<file path="config.mk">
export PLATFORM = sky130hd
export DESIGN_NAME = ultrasonic_range_band_indicator
export DESIGN_NICKNAME = d
export VERILOG_FILES = /design/src/rtl/urbi_pkg.sv /design/src/rtl/ultrasonic_range_band_indicator.sv /design/src/rtl/urbi_dist.sv /design/src/rtl/urbi_core.sv
export SDC_FILE = /design/constraint.sdc
export NUM_CORES = 1
export LEC_CHECK = 0
export ABC_AREA = 1
export BUFFER_PORTS_ARGS = -buffer_cell sky130_fd_sc_hd__buf_2
export CORE_ASPECT_RATIO = 0.8
export CORE_MARGIN = 3
export CORE_UTILIZATION = 40
export CTS_CLUSTER_SIZE = 24
export DETAILED_ROUTE_END_ITERATION = 6
export PLACE_DENSITY = 0.63
export REMOVE_ABC_BUFFERS = 1
export SLEW_MARGIN = 5
export SYNTH_ARGS = -nofsm -noshare
export SYNTH_HDL_FRONTEND = slang
export SYNTH_SLANG_ARGS = --single-unit
export TNS_END_PERCENT = 10
</file>
<file path="constraint.sdc">
create_clock -name clock -period 12.4 [get_ports clock]
set_input_delay 1.24 -clock clock [delete_from_list [all_inputs] [get_ports clock]]
set_output_delay 1.24 -clock clock [all_outputs]
set_load 0.05 [all_outputs]
</file>
<file path="src/rtl/urbi_pkg.sv">
// Shared types and constants for the ultrasonic range band indicator.
// Used by urbi_dist, urbi_core and the top level; depends on nothing.
`default_nettype none

package urbi_pkg;

   // sensor timing and scaling
   localparam int unsigned TRIG_LOW_TICKS  = 2;
   localparam int unsigned TRIG_HIGH_TICKS = 10;
   localparam int unsigned TICKS_PER_MM    = 6;
   localparam int unsigned MAX_DISTANCE    = 5000;

   // reciprocal of TICKS_PER_MM for a 16-bit dividend, exact after the shift
   localparam int unsigned RECIP_SHIFT = 18;
   localparam int unsigned RECIP_MULT  = ((1 << RECIP_SHIFT) + TICKS_PER_MM - 1) / TICKS_PER_MM;

   // field widths
   localparam int unsigned DIST_W     = 13;
   localparam int unsigned TIMEOUT_W  = 16;
   localparam int unsigned DEBOUNCE_W = 18;
   localparam int unsigned GAP_W      = 17;
   localparam int unsigned FAULT_W    = 2;
   localparam int unsigned CSR_IDX_W  = 3;
   localparam int unsigned CSR_DATA_W = 18;
   localparam int unsigned REQ_DATA_W = 8;
   localparam int unsigned RSP_DATA_W = 24;

   // register indexes on the csr port
   localparam logic [CSR_IDX_W-1:0] CSR_NEAR_LIMIT    = 3'd0;
   localparam logic [CSR_IDX_W-1:0] CSR_BAND_LOW      = 3'd1;
   localparam logic [CSR_IDX_W-1:0] CSR_BAND_HIGH     = 3'd2;
   localparam logic [CSR_IDX_W-1:0] CSR_RISE_TIMEOUT  = 3'd3;
   localparam logic [CSR_IDX_W-1:0] CSR_ECHO_TIMEOUT  = 3'd4;
   localparam logic [CSR_IDX_W-1:0] CSR_DEBOUNCE      = 3'd5;
   localparam logic [CSR_IDX_W-1:0] CSR_REPEAT_GAP    = 3'd6;

   // fault codes
   localparam logic [FAULT_W-1:0] FAULT_NONE      = 2'd0;
   localparam logic [FAULT_W-1:0] FAULT_NO_RISE   = 2'd1;
   localparam logic [FAULT_W-1:0] FAULT_ECHO_LONG = 2'd2;

   // ranging cycle phases
   typedef enum logic [4:0] {
      PH_GAP       = 5'b00001,
      PH_TRIG_LOW  = 5'b00010,
      PH_TRIG_HIGH = 5'b00100,
      PH_WAIT_RISE = 5'b01000,
      PH_MEASURE   = 5'b10000
   } phase_type;

   // configuration registers
   typedef struct packed {
      logic [DIST_W-1:0]     near_limit_mm;
      logic [DIST_W-1:0]     band_low_mm;
      logic [DIST_W-1:0]     band_high_mm;
      logic [TIMEOUT_W-1:0]  rise_timeout_us;
      logic [TIMEOUT_W-1:0]  echo_timeout_us;
      logic [DEBOUNCE_W-1:0] debounce_us;
      logic [GAP_W-1:0]      repeat_gap_us;
   } cfg_type;

   // LED pair chosen for a distance
   typedef struct packed {
      logic red;
      logic green;
   } led_type;

   // one result item
   typedef struct packed {
      logic [FAULT_W-1:0] fault_code;
      logic [DIST_W-1:0]  distance_mm;
      logic               distance_valid;
      logic               ranging_enabled;
      logic               led_green;
      logic               led_red;
      logic               trigger_level;
   } rsp_type;

endpackage

`default_nettype wire

</file>
<file path="src/rtl/ultrasonic_range_band_indicator.sv">
// Ultrasonic range band indicator. Each req item is one microsecond tick of the
// sampled echo pin and button; each tick yields exactly one rsp item with the
// trigger level, LED drive, enable flag, distance and fault. One item is taken
// per clock cycle unless the rsp side stalls; an item's result passes through
// the input register and then the result register around the single-pass
// sequencer. A stalled rsp side holds the pipeline; req_tready drops only when
// both registers are full. The user is to write registers on the csr port only
// while idle; the block does not enforce it. Depends on urbi_pkg and urbi_core.
`default_nettype none

module ultrasonic_range_band_indicator
   import urbi_pkg::*;
(
   input  wire logic                  clock,
   input  wire logic                  reset,
   // req_tdata: [0] echo_level, [1] button_edge, rest zero
   input  wire logic                  req_tvalid,
   output logic                       req_tready,
   input  wire logic [REQ_DATA_W-1:0] req_tdata,
   // rsp_tdata: [0] trigger_level, [1] led_red, [2] led_green,
   // [3] ranging_enabled, [4] distance_valid, [17:5] distance_mm,
   // [19:18] fault_code, rest zero
   output logic                       rsp_tvalid,
   input  wire logic                  rsp_tready,
   output logic [RSP_DATA_W-1:0]      rsp_tdata,
   // configuration writes
   input  wire logic                  csr_valid,
   output logic                       csr_ready,
   input  wire logic [CSR_IDX_W-1:0]  csr_index,
   input  wire logic [CSR_DATA_W-1:0] csr_data
);

   cfg_type       cfg_ff;
   logic          in_valid_ff;
   logic          in_echo_ff;
   logic          in_edge_ff;
   logic          out_valid_ff;
   rsp_type       out_ff;
   rsp_type       core_rsp;
   logic          advance;

   // configuration registers
   assign csr_ready = 1'b1;

   always_ff @(posedge clock) begin
      if (reset) begin
         cfg_ff.near_limit_mm   <= DIST_W'(150);
         cfg_ff.band_low_mm     <= DIST_W'(200);
         cfg_ff.band_high_mm    <= DIST_W'(600);
         cfg_ff.rise_timeout_us <= TIMEOUT_W'(40000);
         cfg_ff.echo_timeout_us <= TIMEOUT_W'(30000);
         cfg_ff.debounce_us     <= DEBOUNCE_W'(200000);
         cfg_ff.repeat_gap_us   <= GAP_W'(100000);
      end else if (csr_valid && csr_ready) begin
         unique case (csr_index)
            CSR_NEAR_LIMIT:   cfg_ff.near_limit_mm   <= csr_data[DIST_W-1:0];
            CSR_BAND_LOW:     cfg_ff.band_low_mm     <= csr_data[DIST_W-1:0];
            CSR_BAND_HIGH:    cfg_ff.band_high_mm    <= csr_data[DIST_W-1:0];
            CSR_RISE_TIMEOUT: cfg_ff.rise_timeout_us <= csr_data[TIMEOUT_W-1:0];
            CSR_ECHO_TIMEOUT: cfg_ff.echo_timeout_us <= csr_data[TIMEOUT_W-1:0];
            CSR_DEBOUNCE:     cfg_ff.debounce_us     <= csr_data[DEBOUNCE_W-1:0];
            CSR_REPEAT_GAP:   cfg_ff.repeat_gap_us   <= csr_data[GAP_W-1:0];
            default: begin
            end
         endcase
      end
   end

   // pipeline flow
   assign advance    = in_valid_ff && (!out_valid_ff || rsp_tready);
   assign req_tready = !in_valid_ff || advance;

   // input register
   always_ff @(posedge clock) begin
      if (reset) begin
         in_valid_ff <= 1'b0;
      end else if (req_tready) begin
         in_valid_ff <= req_tvalid;
      end
   end

   always_ff @(posedge clock) begin
      if (req_tvalid && req_tready) begin
         in_echo_ff <= req_tdata[0];
         in_edge_ff <= req_tdata[1];
      end
   end

   urbi_core u_core (
      .clock       (clock),
      .reset       (reset),
      .step        (advance),
      .echo_level  (in_echo_ff),
      .button_edge (in_edge_ff),
      .cfg         (cfg_ff),
      .rsp         (core_rsp)
   );

   // result register
   always_ff @(posedge clock) begin
      if (reset) begin
         out_valid_ff <= 1'b0;
      end else if (advance) begin
         out_valid_ff <= 1'b1;
      end else if (rsp_tready) begin
         out_valid_ff <= 1'b0;
      end
   end

   always_ff @(posedge clock) begin
      if (advance) begin
         out_ff <= core_rsp;
      end
   end

   assign rsp_tvalid = out_valid_ff;
   assign rsp_tdata  = {(RSP_DATA_W-$bits(rsp_type))'(0), out_ff};

endmodule

`default_nettype wire

</file>
<file path="src/rtl/urbi_dist.sv">
// Echo pulse length to millimetres, saturation and LED band selection.
// Depends on urbi_pkg.
`default_nettype none

module urbi_dist
   import urbi_pkg::*;
(
   input  wire logic [TIMEOUT_W-1:0] pulse_ticks,
   input  wire cfg_type              cfg,
   output logic [DIST_W-1:0]         dist_mm,
   output logic                      dist_nonzero,
   output led_type                   leds
);

   localparam int unsigned PROD_W = TIMEOUT_W + RECIP_SHIFT;

   logic [PROD_W-1:0]    prod;
   logic [TIMEOUT_W-1:0] quot;

   // divide by ticks per mm through the reciprocal
   assign prod = {{RECIP_SHIFT{1'b0}}, pulse_ticks} * PROD_W'(RECIP_MULT);
   assign quot = prod[PROD_W-1:RECIP_SHIFT];

   // clamp to the sensor range
   always_comb begin
      if (quot > TIMEOUT_W'(MAX_DISTANCE)) begin
         dist_mm = DIST_W'(MAX_DISTANCE);
      end else begin
         dist_mm = quot[DIST_W-1:0];
      end
   end

   assign dist_nonzero = (dist_mm != '0);

   // red when near, both inside the band, green otherwise
   always_comb begin
      priority if (dist_mm < cfg.near_limit_mm) begin
         leds.red   = 1'b1;
         leds.green = 1'b0;
      end else if (dist_mm > cfg.band_low_mm && dist_mm < cfg.band_high_mm) begin
         leds.red   = 1'b1;
         leds.green = 1'b1;
      end else begin
         leds.red   = 1'b0;
         leds.green = 1'b1;
      end
   end

endmodule

`default_nettype wire

</file>
<file path="src/rtl/urbi_core.sv">
// Ranging sequencer, button toggle with debounce and LED state, one tick per step.
// Depends on urbi_pkg and urbi_dist.
`default_nettype none

module urbi_core
   import urbi_pkg::*;
(
   input  wire logic    clock,
   input  wire logic    reset,
   input  wire logic    step,
   input  wire logic    echo_level,
   input  wire logic    button_edge,
   input  wire cfg_type cfg,
   output rsp_type      rsp
);

   phase_type             phase_ff, phase_in;
   logic [GAP_W-1:0]      ticks_ff, ticks_in;
   logic [TIMEOUT_W-1:0]  pulse_ff, pulse_in;
   logic                  enabled_ff, enabled_in;
   logic [DEBOUNCE_W-1:0] debounce_ff, debounce_in;
   logic                  red_ff, red_in;
   logic                  green_ff, green_in;
   logic [DIST_W-1:0]     last_dist_ff, last_dist_in;

   logic [GAP_W:0]        tick_inc;
   logic [TIMEOUT_W:0]    high_count;
   logic [FAULT_W-1:0]    fault;
   logic                  valid;
   logic [DIST_W-1:0]     dist_mm;
   logic                  dist_nonzero;
   led_type               dist_leds;

   urbi_dist u_dist (
      .pulse_ticks  (pulse_ff),
      .cfg          (cfg),
      .dist_mm      (dist_mm),
      .dist_nonzero (dist_nonzero),
      .leds         (dist_leds)
   );

   assign tick_inc = {1'b0, ticks_ff} + 1'b1;

   // an echo-high tick counts from one on the rising tick
   always_comb begin
      if (phase_ff == PH_WAIT_RISE) begin
         high_count = (TIMEOUT_W+1)'(1);
      end else begin
         high_count = {1'b0, pulse_ff} + 1'b1;
      end
   end

   // phase sequencing and measurement
   always_comb begin
      phase_in     = phase_ff;
      ticks_in     = ticks_ff;
      pulse_in     = pulse_ff;
      red_in       = red_ff;
      green_in     = green_ff;
      last_dist_in = last_dist_ff;
      fault        = FAULT_NONE;
      valid        = 1'b0;
      unique case (phase_ff)
         PH_TRIG_LOW: begin
            ticks_in = tick_inc[GAP_W-1:0];
            if (tick_inc >= (GAP_W+1)'(TRIG_LOW_TICKS)) begin
               phase_in = PH_TRIG_HIGH;
               ticks_in = '0;
            end
         end
         PH_TRIG_HIGH: begin
            ticks_in = tick_inc[GAP_W-1:0];
            if (tick_inc >= (GAP_W+1)'(TRIG_HIGH_TICKS)) begin
               phase_in = PH_WAIT_RISE;
               ticks_in = '0;
               pulse_in = '0;
            end
         end
         PH_WAIT_RISE, PH_MEASURE: begin
            if (echo_level) begin
               if (high_count > {1'b0, cfg.echo_timeout_us}) begin
                  phase_in = PH_GAP;
                  ticks_in = '0;
                  pulse_in = '0;
                  fault    = FAULT_ECHO_LONG;
               end else begin
                  phase_in = PH_MEASURE;
                  pulse_in = high_count[TIMEOUT_W-1:0];
               end
            end else if (phase_ff == PH_WAIT_RISE) begin
               ticks_in = tick_inc[GAP_W-1:0];
               if (tick_inc > {2'b00, cfg.rise_timeout_us}) begin
                  phase_in = PH_GAP;
                  ticks_in = '0;
                  pulse_in = '0;
                  fault    = FAULT_NO_RISE;
               end
            end else begin
               // echo fell: pulse complete
               if (dist_nonzero) begin
                  last_dist_in = dist_mm;
                  valid        = 1'b1;
                  red_in       = dist_leds.red;
                  green_in     = dist_leds.green;
               end
               phase_in = PH_GAP;
               ticks_in = '0;
               pulse_in = '0;
            end
         end
         default: begin
            // gap, and any code that cannot arise
            phase_in = PH_GAP;
            ticks_in = tick_inc[GAP_W-1:0];
            if (tick_inc >= {1'b0, cfg.repeat_gap_us}) begin
               ticks_in = '0;
               if (enabled_ff) begin
                  phase_in = PH_TRIG_LOW;
               end
            end
         end
      endcase
   end

   // button toggle overrides the leds set by a measurement on the same tick
   always_comb begin
      enabled_in  = enabled_ff;
      debounce_in = debounce_ff;
      if (button_edge && debounce_ff == '0) begin
         enabled_in  = !enabled_ff;
         debounce_in = cfg.debounce_us;
      end else if (debounce_ff != '0) begin
         debounce_in = debounce_ff - 1'b1;
      end
   end

   // result of this tick
   always_comb begin
      rsp.trigger_level   = (phase_ff == PH_TRIG_HIGH);
      rsp.ranging_enabled = enabled_in;
      rsp.distance_valid  = valid;
      rsp.distance_mm     = last_dist_in;
      rsp.fault_code      = fault;
      if (button_edge && debounce_ff == '0) begin
         rsp.led_red   = 1'b0;
         rsp.led_green = enabled_in;
      end else begin
         rsp.led_red   = red_in;
         rsp.led_green = green_in;
      end
   end

   // state registers
   always_ff @(posedge clock) begin
      if (reset) begin
         phase_ff     <= PH_GAP;
         ticks_ff     <= '0;
         pulse_ff     <= '0;
         enabled_ff   <= 1'b0;
         debounce_ff  <= '0;
         red_ff       <= 1'b0;
         green_ff     <= 1'b0;
         last_dist_ff <= '0;
      end else if (step) begin
         phase_ff     <= phase_in;
         ticks_ff     <= ticks_in;
         pulse_ff     <= pulse_in;
         enabled_ff   <= enabled_in;
         debounce_ff  <= debounce_in;
         red_ff       <= rsp.led_red;
         green_ff     <= rsp.led_green;
         last_dist_ff <= last_dist_in;
      end
   end

endmodule

`default_nettype wire

</file>
## Word-level counts from Yosys, hierarchy flattened

Cells that the tools add are included.

- Register bits after elaboration: 202
- Input port bits: 34
- Word-level logic and storage cells: 133

- $add $sub $neg: 3
- $mul: 1
- Order comparisons: 9
- Equal/unequal tests: 14
- Muxes and demuxes: 50
- Bitwise gates (word level): 1
- Reductions and logical operators: 29

Operator list:

| kind | count |
|---|---|
| 17-bit 2-to-1 mux | 8 |
| 16-bit 2-to-1 mux | 5 |
| 13-bit 2-to-1 mux | 5 |
| 17-bit case mux with 3 select lines | 1 |
| 18-bit 2-to-1 mux | 2 |
| 5-bit 2-to-1 mux | 7 |
| 16-bit by 16-bit multiplier with 32-bit output, second input constant | 1 |
| 16-bit case mux with 2 select lines | 1 |
| 13-bit < comparator | 2 |
| 17-bit by 1-bit adder with 18-bit output, second input constant | 1 |
| 18-bit by 17-bit greater-or-equal comparator with 1-bit output | 1 |
| 18-bit by 2-bit greater-or-equal comparator with 1-bit output, second input constant | 1 |
| 18-bit by 4-bit greater-or-equal comparator with 1-bit output, second input constant | 1 |
| 18-bit by 16-bit greater-than comparator with 1-bit output | 1 |
| 18-bit zero test | 1 |
| 2-bit AND reduction | 9 |
| 18-bit nonzero test | 1 |
| 18-bit by 1-bit subtractor with 18-bit output, second input constant | 1 |
| 16-bit by 1-bit adder with 17-bit output, second input constant | 1 |
| 17-bit by 16-bit greater-than comparator with 1-bit output | 1 |
| 5-bit case mux with 3 select lines | 1 |
| 14-bit by 13-bit greater-than comparator with 1-bit output, second input constant | 1 |
| 2-bit 2-to-1 mux | 7 |
| 13-bit greater-than comparator | 1 |
| other kinds (21) | 46 |

## Longest topological paths before layout

Gate-level depths: netlist of the first run.

- Word-level depth: 12
- Mapped depth: 43
- Depth with buffers taken out: 43

## Cells and area by module

From an unflattened synthesis of the first run, not the netlist that was laid out.

- Cells, all modules: 2629
- Area total of the unflattened synthesis: 17737.0 sq um

By module, submodules not included:

| module | times used | cells each | area an instance (sq um) | seq. area each (sq um) |
|---|---|---|---|---|
| urbi_dist | 1 | 970 | 6643.9 | 0.0 |
| urbi_core | 1 | 1045 | 6212.2 | 1441.4 |
| ultrasonic_range_band_indicator | 1 | 614 | 4880.9 | 2822.7 |

## Worst setup path before layout of the first run

No wires, ideal clock.

- Kind: flip-flop to flip-flop
- Start point: register u_core.pulse_ff[5]
- End point: register out_ff (netlist bit rsp_tdata[1]), data pin
- Setup time: 0.252 ns
- Data arrival time: 6.340 ns
- Required time: 12.148 ns
- Setup slack: 5.808 ns
- Cell stages (with the launch flop): 42
- Cell sequence: dfxtp_1 > ha_1 > xor2_1 > ha_1 > inv_1 > fa_1 > inv_1 > fa_1 > fa_1 > inv_1 > fa_1 > inv_1 > ha_1 > nand2_1 > inv_2 > nand2_2 > inv_1 > nand2_1 > (+6 left out) > nand2_1 > nand2_1 > nand2_2 > nand2_2 > buf_12 > nand3_1 > ha_1 > nand4_1 > inv_1 > nand3_1 > a21o_1 > or2_0 > a21oi_2 > nor2_1 > nand2_1 > nand2_1 > nand2_2 > inv_1

RTL lines:

| what | RTL line | RTL |
|---|---|---|
| from (decl) | urbi_core.sv:19 | `logic [TIMEOUT_W-1:0] pulse_ff, pulse_in;` |
| from (signal assigned) | urbi_core.sv:167 | `pulse_ff <= pulse_in;` |
| to (signal assigned) | ultrasonic_range_band_indicator.sv:112 | `out_ff <= core_rsp;` |
| to (decl) | ultrasonic_range_band_indicator.sv:38 | `rsp_type out_ff;` |

==> key figures, run 1 <==
Power
  • Max IR drop VDD: 0.0828 mV
  • Leakage: 9.40 nW
  • PD cells: 94.7 nW/um^2

Flow run
  • Max-cap violations: 0

Placed design
  • Placer's final routability congestion estimate: 0.957
  • Place WS: 4330 ps
  • Post-Place Cells: 2,827
  • IO Port Bufs: 49
  • Post-DP HPWL: 34.4 mm

Yosys
  • EDFF count, synth: 22
  • Avg Inst Size Synth: 7.22 um^2
  • Synth Instances: 2,290
  • Synth Warn #: 0
  • Distinct cells, synth: 53
  • Register bit total from synthesis: 202
  • Post-synth ARST share: 0%
  • Register area share after synthesis: 25.8%
  • Mapped Area: 16,500 um^2
  • Synth Flop Type: dfxtp_1

Global route
  • Number of antenna violations at the first check in global routing: 1
  • GRT met3 Usage: 3.81%
  • First-pass GRT wire length: 70.7 mm
  • M2 GR Usage: 29.2%
  • GRT Max-Usage Layer: met1
  • GR Util met1: 30.7%
  • Vias in the first global route: 13.6k
  • Largest net degree at the start of global routing: 104
  • Congestion Overflow GR: 0
  • Gr usage total: 19.9%

Detailed routing
  • # DRC: 0
  • DR iter-0 viols: 1,087
  • DR vias/cell: 5.05
  • WL/cell: 15.2 um
  • Final wirelength: 43.7 mm
  • Detailed-route via count: 14.5k
  • TritonRoute pass-1 iters: 5
  • Antenna viol nets, final: 0

Floorplanning
  • Die H: 188 um
  • Die ar.: 43,800 um^2
  • Starting Density: 41.2%
  • Num rows: 65
  • Floorplan core area: 40,100 um^2
  • # IOs: 61
  • Die X: 233 um

Timing
  • Final min period: 8140 ps
  • Unrepaired setup endpoints after global routing: false
  • Setup tns final: 0 ps
  • Final Cycle Share: 65.7%
  • Final setup margin: 4260 ps
  • Min Hold Slack: 456 ps
  • Setup Viol. Count Final: 0
  • Fmax: 0.123 GHz
  • Final Max Slew Viols: 0
  • Max-slew headroom at the worst pin: 28.8%
  • Slew at the pin closest to its max-slew limit: 1070 ps
  • Skew final: 12.4 ps
  • Final hold violations: 0

Layout
  • Layout net count: 2,636
  • Layout fillers: 4,053
  • Antenna diodes: 0
  • Share of cells above drive strength 1: 5.58%
  • Final cell count without fillers: 2,865
  • Synthesis-to-finish area growth: 8.55%

Setup path
  • Worst R2R Start: u_core.pulse_ff[5]
  • Top cell by count, worst path: nand2_1
  • Kind of critical path: flip-flop to flip-flop
  • Crit path DAT: 8530 ps
  • CP max stage cell: dfxtp_1
  • CP endpoint kind: flip-flop
  • CP top delay family: adder cells
  • Slowest cell delay on critical path: 600 ps
  • Worst path bufs/invs: 7
  • Reg2Reg Depth: 39
  • Startpoint class of the critical path: flip-flop
  • RR Endpoint: rsp_tdata[1]
  • CP required: 12,790 ps
  • Reg-to-reg slack, setup: 4260 ps
  • Worst path depth: 39
  • Worst-path maximum fanout: 11

Clocking
  • Root buffer cell: clkbuf_16
  • Post-cts resize count: 0
  • Worst-path clk slew: 60 ps
  • Setup bufs post-CTS: 0
  • Total clock sinks: 202
  • H-tree levels: 1
  • Clk buf depth: 3
  • CTS Buf Count: 21
  • CTS tree: built
  • Clk Latency, worst-skew pair: 520 ps
  • Hold buffers post-CTS: 0

Worst hold path
  • Hold WC Path Type: flip-flop to flip-flop
  • Min-Delay Endpoint: cfg_ff[22]
  • HP Start: cfg_ff[22]
  • Hold Path Stages: 2

Outcome
  • Status: complete, no violations
[per-layer routing]
layer | vias to the layer above | wire (um)
li1 | 7373 | -
met2 | 323 | 17800
met3 | 47 | 2860
met4 | 0 | 582
met5 | - | 0
met1 | 6716 | 22400
[synth_stat cells (all sizes together) (15+ instances only)]
cell	instances	area, um^2
a211oi	15	113
a21oi	177	897
clkbuf	43	161
dfxtp	180	3600
edfxtp	22	661
fa	77	1540
ha	211	2640
inv	497	1870
nand2	422	1640
nand3	78	395
nand4	28	175
nor2	206	793
nor3	33	165
o211ai	35	268
o21ai	162	822
xor2	22	193
[report_power, final]
group	total [W]	leakage (nW)	switching, W	internal, W
Sequential	0.000719	1.68	0.0000231	0.000695
Combinational	0.000326	7.37	0.000218	0.000108
Clock	0.000654	0.348	0.000271	0.000383
[cells in the final DEF, fill, tap and decap left out, types with 15 or more instances in the layout]
| cell type | Yosys | final |
|---|---|---|
| o21ai_0 | 148 | 148 |
| a211oi_1 | 15 | 15 |
| nand3_1 | 77 | 77 |
| nor3_1 | 33 | 33 |
| fa_1 | 77 | 77 |
| edfxtp_1 | 22 | 22 |
| o211ai_1 | 34 | 34 |
| inv_1 | 492 | 491 |
| a21oi_1 | 174 | 174 |
| nand2_2 | 16 | 16 |
| clkbuf_16 | 0 | 22 |
| xor2_1 | 22 | 22 |
| dfxtp_1 | 180 | 180 |
| ha_1 | 211 | 211 |
| buf_2 | 5 | 49 |
| nor2_1 | 198 | 198 |
| nand2_1 | 404 | 404 |
| nand4_1 | 28 | 28 |
[registers in the layout, indices dropped and copies added (netlist names)]
signal / count
cfg_ff: 106
in_echo_ff: 1
in_edge_ff: 1
in_valid_ff: 1
rsp_tdata: 20
rsp_tvalid: 1
u_core.debounce_ff: 18
u_core.enabled_ff: 1
u_core.green_ff: 1
u_core.last_dist_ff: 13
u_core.phase_ff: 5
u_core.pulse_ff: 16
u_core.red_ff: 1
u_core.ticks_ff: 17
[worst max path at each step]
stage,startpoint,endpoint
2_1_floorplan,u_core.pulse_ff[5],rsp_tdata[1]
3_3_place_gp,u_core.pulse_ff[5],rsp_tdata[1]
3_5_place_dp,u_core.pulse_ff[5],rsp_tdata[1]
4_1_cts,u_core.pulse_ff[5],rsp_tdata[1]
5_1_grt,u_core.pulse_ff[5],rsp_tdata[1]
6_report,u_core.pulse_ff[5],rsp_tdata[1]
[worst reg2reg max path: cells and delay by family (launching register included)]
family,cells,cell delay (ps)
compound gates,4,720
xor+xnor,1,200
fa+ha+maj,8,3500
buf+inv,7,470
flops,1,600
simple gates,19,2550
[cell type report]
class                           instances  area, um^2  share of cell area (%)
Sequential cell                       202        4260                    23.8
Tap cell                              536         671                    3.74
Timing Repair Buffer                   55         290                    1.62
Inverter                              499        1870                    10.4
Clock buffer                           34         656                    3.65
Multi-Input combinational cell       1535       10100                    56.5
Clock inverter                          4        48.8                   0.272
[stage by stage]
stage | instance area (um^2) | util (%) | total power (W)
after floorplan | 16300 | - | 0.000964
after CTS | 17900 | 44.8 | 0.00171
final | 17900 | 44.8 | 0.00170
after global routing | 17900 | 44.8 | 0.00179
after detailed placement | 17200 | 43.0 | 0.00106
after global placement | 17200 | 43.0 | 0.00105
[kinds of logic after synthesis]
group	after synthesis	synth area share (%)
xor+xnor	31	1.64
compound gates	428	14.5
flops	202	25.8
simple gates	783	19.9
other cells	2	0.0454
fa+ha+maj	288	25.3
buf+inv	556	12.9
No activity file was read; power rests on OpenSTA's default activity.
==> run 2: changes to the inputs <==
--- a/config.mk
+++ b/config.mk
@@ -12,7 +12,7 @@
 export CORE_UTILIZATION = 40
 export CTS_CLUSTER_SIZE = 24
 export DETAILED_ROUTE_END_ITERATION = 6
-export PLACE_DENSITY = 0.63
+export PLACE_DENSITY = 0.65
 export REMOVE_ABC_BUFFERS = 1
 export SLEW_MARGIN = 5
 export SYNTH_ARGS = -nofsm -noshare
==> constraint.sdc (replaced) <==
create_clock -name clock -period 6.9 [get_ports clock]
set_input_delay 0.69 -clock clock [delete_from_list [all_inputs] [get_ports clock]]
set_output_delay 0.69 -clock clock [all_outputs]
set_load 0.05 [all_outputs]
==> run 2 against run 1 <==
Net effect: sequential share of layout area shrank 1.7 points; sequential power grew 79%; combinational power up 95%; total power is 84% higher; core utilization increased by 3.7 points; design area rose by 8.3%; setup slack got worse by 4100 ps; via count grew 3.9%; fmax increased by 21%; clock power grew 85%; register-to-register slack worse by 4100 ps; highest routed layer unchanged.
==> key figures, run 2 (synthesis results as in run 1) <==
Outcome
  • Status: complete, no violations

Floorplanning
  • Floorplan core area: 40,100 um^2
  • Die X: 233 um
  • Num rows: 65
  • Die H: 188 um
  • Die ar.: 43,800 um^2
  • Starting Density: 41.2%
  • # IOs: 61

Power
  • Leakage: 9.93 nW
  • Clock share of power: 38.6%
  • Net Sw Frac: 30.2%
  • PD cells: 161 nW/um^2
  • Gate power share: 20.3%
  • Sequential Power Share: 41.1%
  • Cell Int Power: 0.00219 W
  • Max IR drop VDD: 0.146 mV
  • Net Switching: 0.000945 W

Global route
  • GRT met3 Usage: 2.75%
  • Number of antenna violations at the first check in global routing: 1
  • Largest net degree at the start of global routing: 69
  • Gr usage total: 20.3%
  • First-pass GRT wire length: 72.5 mm
  • GRT Max-Usage Layer: met1
  • Congestion Overflow GR: 0
  • M2 GR Usage: 30.2%
  • Vias in the first global route: 14.1k
  • GR Util met1: 31.5%

Setup path
  • Worst-path maximum fanout: 5
  • CP endpoint kind: flip-flop
  • CP required: 7180 ps
  • Top cell by count, worst path: nand2_1
  • Worst path bufs/invs: 9
  • Crit path DAT: 7000 ps
  • Reg-to-reg slack, setup: 180 ps
  • Worst path depth: 42
  • Kind of critical path: flip-flop to flip-flop
  • Crit path capture: rsp_tdata[1]
  • CP top delay family: adder cells
  • Startpoint class of the critical path: flip-flop
  • Setup crit start: u_core.pulse_ff[11]
  • Slowest cell delay on critical path: 550 ps
  • CP max stage cell: fa_1
  • RR Endpoint: rsp_tdata[1]
  • Worst R2R Start: u_core.pulse_ff[11]
  • Reg2Reg Depth: 42

Clocking
  • Clk buf depth: 3
  • CTS Buf Count: 21
  • H-tree levels: 1
  • Clk Latency, worst-skew pair: 520 ps
  • Root buffer cell: clkbuf_16
  • Worst-path clk slew: 70 ps
  • CTS tree: built
  • Total clock sinks: 202

Timing
  • Unrepaired setup endpoints after global routing: true
  • Min Hold Slack: 362 ps
  • Final setup margin: 180 ps
  • Final Max Slew Viols: 0
  • Final Cycle Share: 97.4%
  • Skew final: 16.2 ps
  • Fmax: 0.149 GHz
  • Max-slew headroom at the worst pin: 25.7%
  • Setup Viol. Count Final: 0
  • Final hold violations: 0
  • Slew at the pin closest to its max-slew limit: 1110 ps
  • Final min period: 6720 ps

Layout
  • Synthesis-to-finish area growth: 17.6%
  • Register bank with the most flops: cfg_ff
  • Antenna diodes: 0
  • Layout fillers: 3,880
  • Layout net count: 2,722
  • Commonest non-fill, non-tap cell in the layout: inv_1
  • Register area: 4300 um^2
  • Max FFs per register: 106
  • Post-Layout Inst Area: 19,400 um^2
  • Area occupied by multi-input gates: 10,900 um^2
  • Commonest cells after routing, fill and taps aside: inv_1, nand2_1, ha_1
  • Share of cells above drive strength 1: 14.9%

Detailed routing
  • Antenna viol nets, final: 0
  • TritonRoute pass-1 iters: 7
  • # DRC: 0
  • Final wirelength: 45.8 mm
  • DR iter-0 viols: 1,253
  • WL/cell: 15.5 um
  • DR vias/cell: 5.09
  • Detailed-route via count: 15.0k

Placed design
  • Place WS: -184 ps
  • Placer's final routability congestion estimate: 0.929
  • Post-DP HPWL: 35.2 mm
  • Area after DPL: 17,800 um^2
  • IO Port Bufs: 49

Worst hold path
  • HP Start: req_tdata[1]
  • Hold WC Path Type: input pin to flip-flop

Flow run
  • Max-cap violations: 0
-- run 2: area by class of cell --
cell class,count,area share (%)
inverter,499,9.70
sequential,202,22.1
tap,536,3.45
multi-input combinational,1535,56.2
clock inverter,9,0.650
clock buffer,29,3.06
timing repair buffer,141,4.87
-- run 2: layer usage --
metal | vias to the layer above | wire length (um)
met5 | - | 0
met4 | 0 | 813
met3 | 70 | 2890
met2 | 380 | 19400
met1 | 7027 | 22700
li1 | 7543 | -
-- run 2: worst min path at each step --
| stage | end | slack, ps | depth (start not counted) |
|---|---|---|---|
| 6_report | in_edge_ff | 360 | 1 |
| 5_1_grt | in_echo_ff | 340 | 1 |
| 4_1_cts | in_edge_ff | 340 | 1 |
| 3_5_place_dp | cfg_ff[2] | 450 | 2 |
| 3_3_place_gp | cfg_ff[22] | 450 | 2 |
| 2_1_floorplan | cfg_ff[33] | 430 | 2 |
-- run 2: power groups by stage --
stage | Combinational [W] | Sequential [W] | Clock (W)
5_1_grt | 0.000720 | 0.00129 | 0.00128
6_report | 0.000636 | 0.00129 | 0.00121
4_1_cts | 0.000604 | 0.00129 | 0.00123
2_1_floorplan | 0.000404 | 0.00133 | 0
3_5_place_dp | 0.000598 | 0.00132 | 0
3_3_place_gp | 0.000583 | 0.00131 | 0
-- run 2: metrics by stage --
step           cells  utilization, %  setup TNS, ps  total power [W]
6_report        2951            48.5              0          0.00313
5_1_grt         2951            48.5           -286          0.00329
4_1_cts         2944            46.4              0          0.00312
3_5_place_dp    2906            44.5           -531          0.00191
3_3_place_gp    2906            44.5           -108          0.00190
2_1_floorplan   2236               -              0          0.00173
-- run 2: timing repair --
action	CTS	global route
hold buffers	0	0
pin swaps	3	66
endpoints found under the setup margin	4	4
gates resized for setup	16	174
setup buffers	0	7
==> run 3: changes to the inputs <==
--- a/config.mk
+++ b/config.mk
@@ -8,8 +8,8 @@
 export ABC_AREA = 1
 export BUFFER_PORTS_ARGS = -buffer_cell sky130_fd_sc_hd__buf_2
 export CORE_ASPECT_RATIO = 0.8
-export CORE_MARGIN = 3
 export CORE_UTILIZATION = 40
+export CTS_BUF_LIST = sky130_fd_sc_hd__clkbuf_8
 export CTS_CLUSTER_SIZE = 24
 export DETAILED_ROUTE_END_ITERATION = 6
 export PLACE_DENSITY = 0.65
==> run 3 against run 2 <==
Net effect: setup slack improved by 8.3 ps; combinational power shrank 1%; cell count is 0.95% higher; highest routed layer unchanged; register-to-register slack about the same; global-route usage increased by 0.37 points; largest power group unchanged; largest cell class unchanged; sequential share of layout area increased by 0.19 points; critical path type unchanged; first-iteration DRC count decreased by 13%; non-clock buffer count rose by 5; design area shrank 0.90%; clock skew increased by 17 ps.
==> key figures, run 3 (synthesis results as in run 1) <==
Clocking
  • Clk Latency, worst-skew pair: 590 ps
  • Clk buf depth: 3
  • CTS tree: built
  • Root buffer cell: clkbuf_8
  • H-tree levels: 1
  • Worst-path clk slew: 70 ps
  • CTS Buf Count: 30
  • Total clock sinks: 202

Power
  • Sequential Power Share: 45.0%
  • Clock share of power: 33.1%
  • Cell Int Power: 0.00195 W
  • PD cells: 149 nW/um^2
  • Net Sw Frac: 31.9%
  • Leakage: 9.95 nW
  • Gate power share: 21.9%
  • Max IR drop VDD: 0.0901 mV
  • Net Switching: 0.000915 W

Worst hold path
  • Hold Path Stages: 1
  • Hold WC Path Type: input pin to flip-flop
  • HP Start: req_tdata[1]
  • Min-Delay Endpoint: in_edge_ff

Setup path
  • Kind of critical path: flip-flop to flip-flop
  • Slowest cell delay on critical path: 540 ps
  • CP max stage cell: fa_1
  • Reg2Reg Depth: 37
  • CP required: 7370 ps
  • Worst-path maximum fanout: 5
  • Top cell by count, worst path: nand2_2
  • Crit path DAT: 7180 ps
  • Reg-to-reg slack, setup: 190 ps
  • CP endpoint kind: flip-flop
  • Worst R2R Start: u_core.pulse_ff[6]
  • Startpoint class of the critical path: flip-flop
  • RR Endpoint: rsp_tdata[1]

Timing
  • Min Hold Slack: 286 ps
  • Slew at the pin closest to its max-slew limit: 1090 ps
  • Final Max Slew Viols: 0
  • Skew final: 33.5 ps
  • Max-slew headroom at the worst pin: 27.4%
  • Setup tns final: 0 ps
  • Final hold violations: 0
  • Final min period: 6710 ps
  • Setup Viol. Count Final: 0
  • Fmax: 0.149 GHz
  • Final Cycle Share: 97.3%

Detailed routing
  • DR iter-0 viols: 1,090
  • Detailed-route via count: 15.1k
  • WL/cell: 15.2 um
  • Final wirelength: 45.2 mm
  • TritonRoute pass-1 iters: 5
  • # DRC: 0
  • DR vias/cell: 5.06
  • Antenna viol nets, final: 0

Floorplanning
  • Num rows: 66
  • Starting Density: 40.6%
  • Die ar.: 42,200 um^2
  • Die X: 229 um
  • Die H: 184 um
  • Floorplan core area: 40,700 um^2
  • # IOs: 61

Global route
  • First-pass GRT wire length: 70.3 mm
  • Congestion Overflow GR: 0
  • Largest net degree at the start of global routing: 71
  • Gr usage total: 20.7%
  • Vias in the first global route: 13.8k
  • Number of antenna violations at the first check in global routing: 1

Layout
  • Antenna diodes: 0
  • Max FFs per register: 106
  • Final cell count without fillers: 2,979
  • Layout net count: 2,736
  • Commonest non-fill, non-tap cell in the layout: inv_1
  • Synthesis-to-finish area growth: 16.5%
  • Register bank with the most flops: cfg_ff
  • Commonest cells after routing, fill and taps aside: inv_1, nand2_1, ha_1
  • Share of cells above drive strength 1: 15.1%
  • Layout Utilization: 47.3%

Placed design
  • IO Port Bufs: 49
  • Post-Place Cells: 2,919
  • Placer's final routability congestion estimate: 0.919
  • Post-DP HPWL: 35.3 mm

Flow run
  • Max-cap violations: 0

Outcome
  • Status: complete, no violations
run 3: cell count changes in the layout (fill, tap and decap cells not counted), moves of 4 or more:
cell / delta
buf_4: +5
clkbuf_1: -4
clkbuf_16: -21
clkbuf_8: +30
inv_1: +13
nand3_2: +4
nor2_2: +4
nor2_4: -4
run 3: repair_timing:
action / in CTS / in global routing
setup buffers: 0 / 7
hold buffers: 0 / 0
cloned: 0 / 0
hold endpoints to repair: 0 / 0
endpoints found under the setup margin: 4 / 4
resized for setup: 24 / 151
pin swaps: 8 / 73
run 3: power by group through the flow:
stage / registers [W] / clock network, W / logic [W]
2_1_floorplan: 0.00133 / 0 / 0.000404
3_3_place_gp: 0.00131 / 0 / 0.000585
3_5_place_dp: 0.00132 / 0 / 0.000600
4_1_cts: 0.00129 / 0.000971 / 0.000607
5_1_grt: 0.00130 / 0.00103 / 0.000705
6_report: 0.00129 / 0.000950 / 0.000629
run 3: how the worst max path moves through the flow:
stage / startpoint / cells after the start / slack, ps / to
after floorplan: u_core.pulse_ff[5] / 41 / 230 / rsp_tdata[1]
after global placement: u_core.pulse_ff[2] / 40 / -70 / rsp_tdata[1]
after detailed placement: u_core.pulse_ff[2] / 42 / -130 / rsp_tdata[1]
after CTS: u_core.pulse_ff[5] / 40 / 1 / rsp_tdata[1]
after global routing: u_core.pulse_ff[3] / 42 / -60 / rsp_tdata[1]
final: u_core.pulse_ff[6] / 37 / 190 / rsp_tdata[1]
run 3: layout make-up:
type | instances | area, um^2
clock inverter | 19 | 105
tap | 544 | 681
sequential | 202 | 4290
clock buffer | 34 | 468
inverter | 499 | 1880
fill | 3949 | 21400
timing repair buffer | 146 | 993
multi-input combinational | 1535 | 10800
run 3: metrics by stage:
step                instance area [um^2]  power [W]  setup slack (ps)
CTS                                18500    0.00287             0.989
global route                       19300    0.00303             -63.4
finish                             19300    0.00287               188
floorplan                          16300    0.00173               233
global placement                   17900    0.00190             -66.9
detailed placement                 17900    0.00192              -125
run 3: metal layers:
layer  wire, um  up-vias  track usage, %
met1      22500     7029            30.8
met2      19500      419            32.1
met5          0        -               0
li1           -     7577               -
met3       2600       50            2.68
met4        544        0            3.28
run 3: critical path: cells and delay by family, from the launching register on:
family                   cells  cell delay [ps]
AO/OA/AOI/OAI                5              810
adder cells (fa/ha/maj)      8             3200
buffers and inverters        6              460
flip-flops                   1              380
AND/OR/NAND/NOR             18             1760
